==> config.mk <==
export PLATFORM = sky130hd
export DESIGN_NAME = kba_cell
export DESIGN_NICKNAME = d
export VERILOG_FILES = /design/src/hw/rtl/kba_pkg.sv /design/src/hw/rtl/kba_cell.sv
export SDC_FILE = /design/constraint.sdc
export NUM_CORES = 1
export LEC_CHECK = 0
export ABC_AREA = 1
export BUFFER_PORTS_ARGS = -buffer_cell sky130_fd_sc_hd__buf_2
export CORE_ASPECT_RATIO = 0.75
export CORE_MARGIN = 3
export CORE_UTILIZATION = 25
export DETAILED_ROUTE_END_ITERATION = 12
export SYNTH_ARGS = -nofsm -noshare
export SYNTH_HDL_FRONTEND = slang
export SYNTH_SLANG_ARGS = --single-unit
==> constraint.sdc <==
create_clock -name clk -period 1.16 [get_ports clk]
set_input_delay 0.174 -clock clk [delete_from_list [all_inputs] [get_ports clk]]
set_output_delay 0.174 -clock clk [all_outputs]
set_load 0.1 [all_outputs]
==> src/hw/rtl/kba_pkg.sv <==
// ----------------------------------------------------------------------------
// kba_pkg: shared types, constants and table builder for the k-DOP core
// Holds the word widths, the function codes, the cell control and scan token
// types, and the elaboration-time builder of the direction lattice table.
// ----------------------------------------------------------------------------
package kba_pkg;

	// Word widths
	localparam int CoordW   = 32;                   // point coordinate, Q16.16
	localparam int CompW    = 18;                   // direction component, Q2.16
	localparam int DirW     = 3 * CompW;            // packed direction x, y, z
	localparam int BoundW   = 40;                   // bound and width, Q24.16
	localparam int ProdW    = CoordW + CompW;       // one coordinate product
	localparam int AccW     = ProdW + 2;            // sum of three products
	localparam int FracBits = 16;                   // fraction bits dropped
	localparam int MaxDirs  = 64;
	localparam int IdxW     = 6;
	localparam int CountW   = 7;

	localparam int DefaultDirectionCount = 33;

	typedef longint unsigned u64_t;

	localparam u64_t HalfPiQ30 = 64'd1686629713;
	localparam u64_t GoldenX2  = 64'd5308871539;

	// Function codes of an input word
	typedef enum logic [1:0] {
		FUNC_CLEAR = 2'd0,
		FUNC_SET   = 2'd1,
		FUNC_MERGE = 2'd2
	} kba_func_t;

	// Sequencer states
	typedef enum logic [2:0] {
		ST_IDLE,
		ST_MUL,
		ST_UPD,
		ST_LAUNCH,
		ST_SCAN,
		ST_DONE
	} kba_state_t;

	// Control broadcast to every cell
	typedef struct packed {
		logic mul_en;
		logic upd_en;
		logic set;
	} kba_cell_ctl_t;

	// Minimum-width token handed from cell to cell
	typedef struct packed {
		logic              valid;
		logic [BoundW-1:0] w;
		logic [IdxW-1:0]   idx;
	} kba_scan_t;

	typedef logic [MaxDirs-1:0][DirW-1:0] kba_dir_tab_t;

	typedef struct packed {
		logic [CountW-1:0] count;
		kba_dir_tab_t      tab;
	} kba_build_t;

	typedef struct packed {
		longint c;
		longint s;
	} kba_cs_t;

	// Restoring division, elaboration only
	function automatic u64_t kba_udiv(input u64_t num, input u64_t den);
		u64_t q;
		u64_t r;
		q = '0;
		r = '0;
		for (int b = 63; b >= 0; b--) begin
			r = {r[62:0], num[b]};
			if (r >= den) begin
				r = r - den;
				q[b] = 1'b1;
			end
		end
		return q;
	endfunction

	function automatic u64_t kba_mag(input longint a);
		return (a < 0) ? u64_t'(-a) : u64_t'(a);
	endfunction

	// Integer square root, bit-pair method
	function automatic u64_t kba_isqrt(input u64_t v_in);
		u64_t v;
		u64_t res;
		u64_t bitv;
		v = v_in;
		res = '0;
		bitv = 64'd1 << 62;
		while (bitv > v)
			bitv = bitv >> 2;
		while (bitv != 0) begin
			if (v >= res + bitv) begin
				v = v - (res + bitv);
				res = (res >> 1) + bitv;
			end else begin
				res = res >> 1;
			end
			bitv = bitv >> 2;
		end
		return res;
	endfunction

	// a * b / 2^30, rounded half away from zero
	function automatic longint kba_mul_q30(input longint a, input longint b);
		u64_t m;
		m = (kba_mag(a) * kba_mag(b) + (64'd1 << 29)) >> 30;
		return ((a < 0) != (b < 0)) ? -longint'(m) : longint'(m);
	endfunction

	// Cosine and sine of a turn fraction, Q30, truncated Taylor terms
	function automatic kba_cs_t kba_cos_sin(input logic [31:0] turn);
		u64_t    r;
		u64_t    x;
		u64_t    x2;
		u64_t    ts;
		u64_t    tc;
		longint  sv;
		longint  cv;
		kba_cs_t res;
		r  = u64_t'(turn[29:0]);
		x  = (r * HalfPiQ30) >> 30;
		x2 = (x * x) >> 30;
		ts = x;
		tc = 64'd1 << 30;
		sv = longint'(ts);
		cv = longint'(tc);
		for (int k = 1; k <= 8; k++) begin
			ts = kba_udiv((ts * x2) >> 30, u64_t'((2 * k) * (2 * k + 1)));
			tc = kba_udiv((tc * x2) >> 30, u64_t'((2 * k - 1) * (2 * k)));
			if (k % 2 == 1) begin
				sv = sv - longint'(ts);
				cv = cv - longint'(tc);
			end else begin
				sv = sv + longint'(ts);
				cv = cv + longint'(tc);
			end
		end
		unique case (turn[31:30])
			2'd0: begin res.c = cv;  res.s = sv;  end
			2'd1: begin res.c = -sv; res.s = cv;  end
			2'd2: begin res.c = -cv; res.s = -sv; end
			default: begin res.c = sv; res.s = -cv; end
		endcase
		return res;
	endfunction

	// Fibonacci lattice over 2n points, kept on the (0.8, 1.3, 1.5) side
	function automatic kba_build_t kba_build(input int n);
		kba_build_t res;
		longint     t;
		longint     m;
		longint     z;
		longint     sq;
		longint     x;
		longint     y;
		u64_t       zm;
		u64_t       dd;
		u64_t       root;
		u64_t       turn;
		kba_cs_t    cs;
		res = '0;
		t = 2 * longint'(n);
		for (longint i = 0; i < t; i++) begin
			m    = t - 2 * i - 1;
			zm   = kba_udiv(kba_mag(m) * 64'd131072 + u64_t'(t), u64_t'(2 * t));
			z    = (m < 0) ? -longint'(zm) : longint'(zm);
			dd   = u64_t'(t * t - m * m);
			root = kba_isqrt(dd << 32);
			sq   = longint'(kba_udiv(root + u64_t'(n), u64_t'(t)));
			turn = ((u64_t'(2 * i + 1) * GoldenX2) >> 1) & 64'hFFFF_FFFF;
			cs   = kba_cos_sin(turn[31:0]);
			x    = kba_mul_q30(sq, cs.c);
			y    = kba_mul_q30(sq, cs.s);
			if ((8 * x + 13 * y + 15 * z > 0) && (res.count < CountW'(MaxDirs))) begin
				res.tab[res.count[IdxW-1:0]] = {z[CompW-1:0], y[CompW-1:0], x[CompW-1:0]};
				res.count = res.count + CountW'(1);
			end
		end
		return res;
	endfunction

endpackage

==> src/hw/rtl/kba_cell.sv <==
// ----------------------------------------------------------------------------
// kba_cell: one direction of the k-DOP bound row
// Projects the broadcast point onto a fixed direction, keeps the low and high
// bounds along it, and refines the minimum-width token passing through.
// ----------------------------------------------------------------------------
module kba_cell #(
	parameter logic [kba_pkg::DirW-1:0] DIR = '0,
	parameter int CELL_INDEX = 0
) (
	input  logic                              clk,
	input  logic                              arst_n,
	input  kba_pkg::kba_cell_ctl_t            ctl,
	input  logic signed [kba_pkg::CoordW-1:0] px,
	input  logic signed [kba_pkg::CoordW-1:0] py,
	input  logic signed [kba_pkg::CoordW-1:0] pz,
	input  kba_pkg::kba_scan_t                scan_in,
	output kba_pkg::kba_scan_t                scan_out
);
	import kba_pkg::*;

	localparam logic signed [CompW-1:0] DirX = DIR[CompW-1:0];
	localparam logic signed [CompW-1:0] DirY = DIR[2*CompW-1:CompW];
	localparam logic signed [CompW-1:0] DirZ = DIR[3*CompW-1:2*CompW];

	logic signed [ProdW-1:0]  prod_x_s1;
	logic signed [ProdW-1:0]  prod_y_s1;
	logic signed [ProdW-1:0]  prod_z_s1;
	logic signed [AccW-1:0]   acc;
	logic signed [BoundW-1:0] proj;
	logic signed [BoundW-1:0] low_q;
	logic signed [BoundW-1:0] high_q;
	logic [BoundW-1:0]        width;
	logic                     valid_q;
	logic [BoundW-1:0]        w_q;
	logic [IdxW-1:0]          idx_q;

	// Coordinate products, one multiplier per axis
	always_ff @(posedge clk) begin
		if (ctl.mul_en) begin
			prod_x_s1 <= ProdW'(px) * ProdW'(DirX);
			prod_y_s1 <= ProdW'(py) * ProdW'(DirY);
			prod_z_s1 <= ProdW'(pz) * ProdW'(DirZ);
		end
	end

	// Exact sum, floored to Q24.16
	assign acc  = AccW'(prod_x_s1) + AccW'(prod_y_s1) + AccW'(prod_z_s1);
	assign proj = BoundW'($signed(acc[AccW-1:FracBits]));

	// Bound update: set overwrites, merge widens
	always_ff @(posedge clk) begin
		if (ctl.upd_en) begin
			if (ctl.set) begin
				low_q  <= proj;
				high_q <= proj;
			end else begin
				if (proj < low_q)
					low_q <= proj;
				if (proj > high_q)
					high_q <= proj;
			end
		end
	end

	assign width = BoundW'(high_q - low_q);

	// Token stage: strict less-than keeps the lowest index on ties
	always_ff @(posedge clk or negedge arst_n) begin
		if (!arst_n) begin
			valid_q <= 1'b0;
		end else begin
			valid_q <= scan_in.valid;
		end
	end

	always_ff @(posedge clk) begin
		if (scan_in.valid) begin
			if (width < scan_in.w) begin
				w_q   <= width;
				idx_q <= IdxW'(CELL_INDEX);
			end else begin
				w_q   <= scan_in.w;
				idx_q <= scan_in.idx;
			end
		end
	end

	assign scan_out = '{valid: valid_q, w: w_q, idx: idx_q};

endmodule
* After elaboration in Yosys (flattened, before gate mapping)
Cells that the tools add are included.
** Word-level totals
- Bits in registers :: 47
- Output and inout bits :: 47
- Logic and storage cells :: 4
** Cells by class
- Magnitude comparators :: 1
** Operator list (number)
- 1-bit by 40-bit less-than comparator with 1-bit output, first input constant :: 1

* Depth between registers and ports, before layout
- Depth in word-level cells :: 1
- Depth in mapped cells :: 5
- Gate-level depth less buffers :: 5

* Worst setup path after synthesis
No wires, ideal clock.
- Path type :: register -> output
- Start :: reg idx_q[0]
- End :: out scan_out[0] (netlist name)
- Arrival :: 904 ps
- Required time :: 986 ps
- Setup slack :: 82 ps
- Cell stages (with the launch flop) :: 1
- Path through :: edfxtp_1
** RTL lines
- start, declared :: RTL line kba_cell.sv:35 : logic [IdxW-1:0] idx_q;
- start signal, assigned :: RTL line kba_cell.sv:80 : idx_q <= IdxW'(CELL_INDEX);
- start signal, assigned :: RTL line kba_cell.sv:83 : idx_q <= scan_in.idx;
- end, declared :: RTL line kba_cell.sv:17 : output kba_pkg::kba_scan_t scan_out
No word-level cell between the ends.

* Worst setup path in the final report
- Start :: reg w_q[25]
- End :: out scan_out[31] (netlist name)
** RTL lines
- start, declared :: RTL line kba_cell.sv:34 : logic [BoundW-1:0] w_q;
- start signal, assigned :: RTL line kba_cell.sv:79 : w_q <= width;
- start signal, assigned :: RTL line kba_cell.sv:82 : w_q <= scan_in.w;
No word-level cell between the ends.

==> metrics <==
CP Launch Type=flip-flop; CTS clk-pin slew, worst paths=0.08 ns; vias in the first global route=1,136; M3 GR Usage=0.04575; PwrDens=1518 nW/µm²; Post-Syn Area=1618 µm²; Worst path top cell family by delay=flip-flops; static leakage=1.382 nW; gr busiest metal=met2; unrepaired setup endpoints after global routing=no; CP max stage delay=about 0.44 ns; critical-path cell list=buf_12; die width=just under 100 µm; Core Region=6036 µm²; Setup violations, final=0; Final Wtd Congestion=slightly below 0.8; Detailed Place HPWL=approximately 2800 µm; DR WL/cell=10.27 µm; initial antenna violation count=0; I/O pin total=195; std cell rows=24; Avg Vias per Cell=3.570; final hold slack=0.1812 ns; CP Class=reg2out; first-pass GRT wire length=5119 µm; CP bufs+invs=1; Critical path origin=w_q[25]; total setup buffers inserted after CTS=0; GRT Total Usage=0.09074; register area share after synthesis=0.8693; cell count after synthesis=98; met1 usage=0.09319; outcome=completed; total gr overflow=0; Yosys cell types=10; Worst Setup EP=scan_out[31]; post-CTS sizing=0; crit path max fanout=1; slowest cell on the critical path=edfxtp_1; layout cell share with drive strength beyond 1=0.4403; Detailed Routing Iterations Pass 1=3; Hold Violations, Final=0; Synth warnings=0; Sinks on Clock Net=47; Final nets=390; DRT iter0 DRCs=24; largest net degree at the start of global routing=26; syn_area_per_cell=16.51 µm²; CTS root buffer=clkbuf_8; Final Max Slew Viols=0; Num CTS Buffers=5; Initial Util=0.2680; die height=75.67 µm; synthesized flop and latch total=47; Routed Antenna Nets=0; Area Overhead vs Synth=97.29%; CP Depth=1; GR Layer Usage met2=0.1659; crit end category=output pin; # DRC=0; CP required=0.99 ns; most frequent cells in the layout=48 x buf_2, 48 x buf_12, 46 x edfxtp_1, 40 x conb_1, 25 x nor2_1; PortBufs=95; final period demand of the worst path=1.096 ns; Min-Delay Path Class=in2async; Peak VDD IR=0.0007775 V; vias=1,146; H-tree Lvls=2; fin crit share=0.9450; antenna cells=0; final setup TNS=0 ns; Worst EP arrival=0.92 ns; fmax=just over 900 MHz; clock buffer depth=2; Max-Cap Viols=0; Routed WL=3296 µm; TritonCTS clock tree=yes; die area=about 7500 µm²
==> layer usage <==
metal | wire length [µm] | up-vias
met5 | 0 | -
met4 | 40 | 0
met3 | 411 | 4
met2 | 1664 | 76
met1 | 1180 | 477
li1 | - | 589
==> timing repair <==
action / in CTS / in global routing
endpoints found under the hold margin: 1 / 0
hold buffers: 1 / 0
setup endpoints to repair: 0 / 0
==> sequential cells by signal (all words and copies together) (netlist names) <==
| register | count |
|---|---|
| valid_q | 1 |
| w_q | 40 |
| idx_q | 6 |
==> synth_stat cells (all sizes together) <==
cell / count / area [µm²]
buf: 1 / 7.510
conb: 1 / 3.750
dfrtp: 1 / 25.02
edfxtp: 46 / 1381
inv: 6 / 22.52
nand2: 11 / 43.80
nand3: 1 / 10.01
nor2: 25 / 93.84
nor3: 6 / 30.03
==> cell type report <==
cell class	count	area (µm²)
clock buffer	5	68.82
tap	78	97.59
clock inverter	3	42.54
fill	505	2844
multi-input combinational	83	327.8
sequential	47	1406
inverter	6	22.52
timing repair buffer	99	1226
==> through the flow <==
stage                     instance area (µm²)  worst slack (ns)  std cells  power, mW    util
after detailed placement                 3070           0.02421        312      3.731  0.5087
after global placement                   3070           0.07675        312      3.719  0.5087
after CTS                                3192           0.03962        321      4.902  0.5288
after global routing                     3192           0.01237        321      5.024  0.5288
final                                    3192           0.06385        321      4.845  0.5288
after floorplan                          1764           0.08198        137      3.025       -
==> kinds of logic (layout without fill, tap and decap cells) <==
kind of cell           after synthesis  in the layout  synth area share
flip-flops                          47             47            0.8693
AND/OR/NAND/NOR                     43             43            0.1098
buffers and inverters                7            113           0.01856
other                                1             40          0.002318
==> power by group <==
part	internal [mW]	switching (mW)
sequential	2.01	0.0985
clock	0.642	0.520
combinational	0.537	1.04
total	3.19	1.66
==> worst min path at each step <==
| stage | cells after the start | from | slack [ns] | to |
|---|---|---|---|---|
| floorplan | 0 | arst_n | -0.12 | valid_q |
| global placement | 1 | arst_n | -0.05 | valid_q |
| detailed placement | 1 | arst_n | -0.05 | valid_q |
| CTS | 2 | arst_n | 0.19 | valid_q |
| global route | 2 | arst_n | 0.18 | valid_q |
| finish | 2 | arst_n | 0.18 | valid_q |
Note: power is estimated with default switching activity, not from simulation.
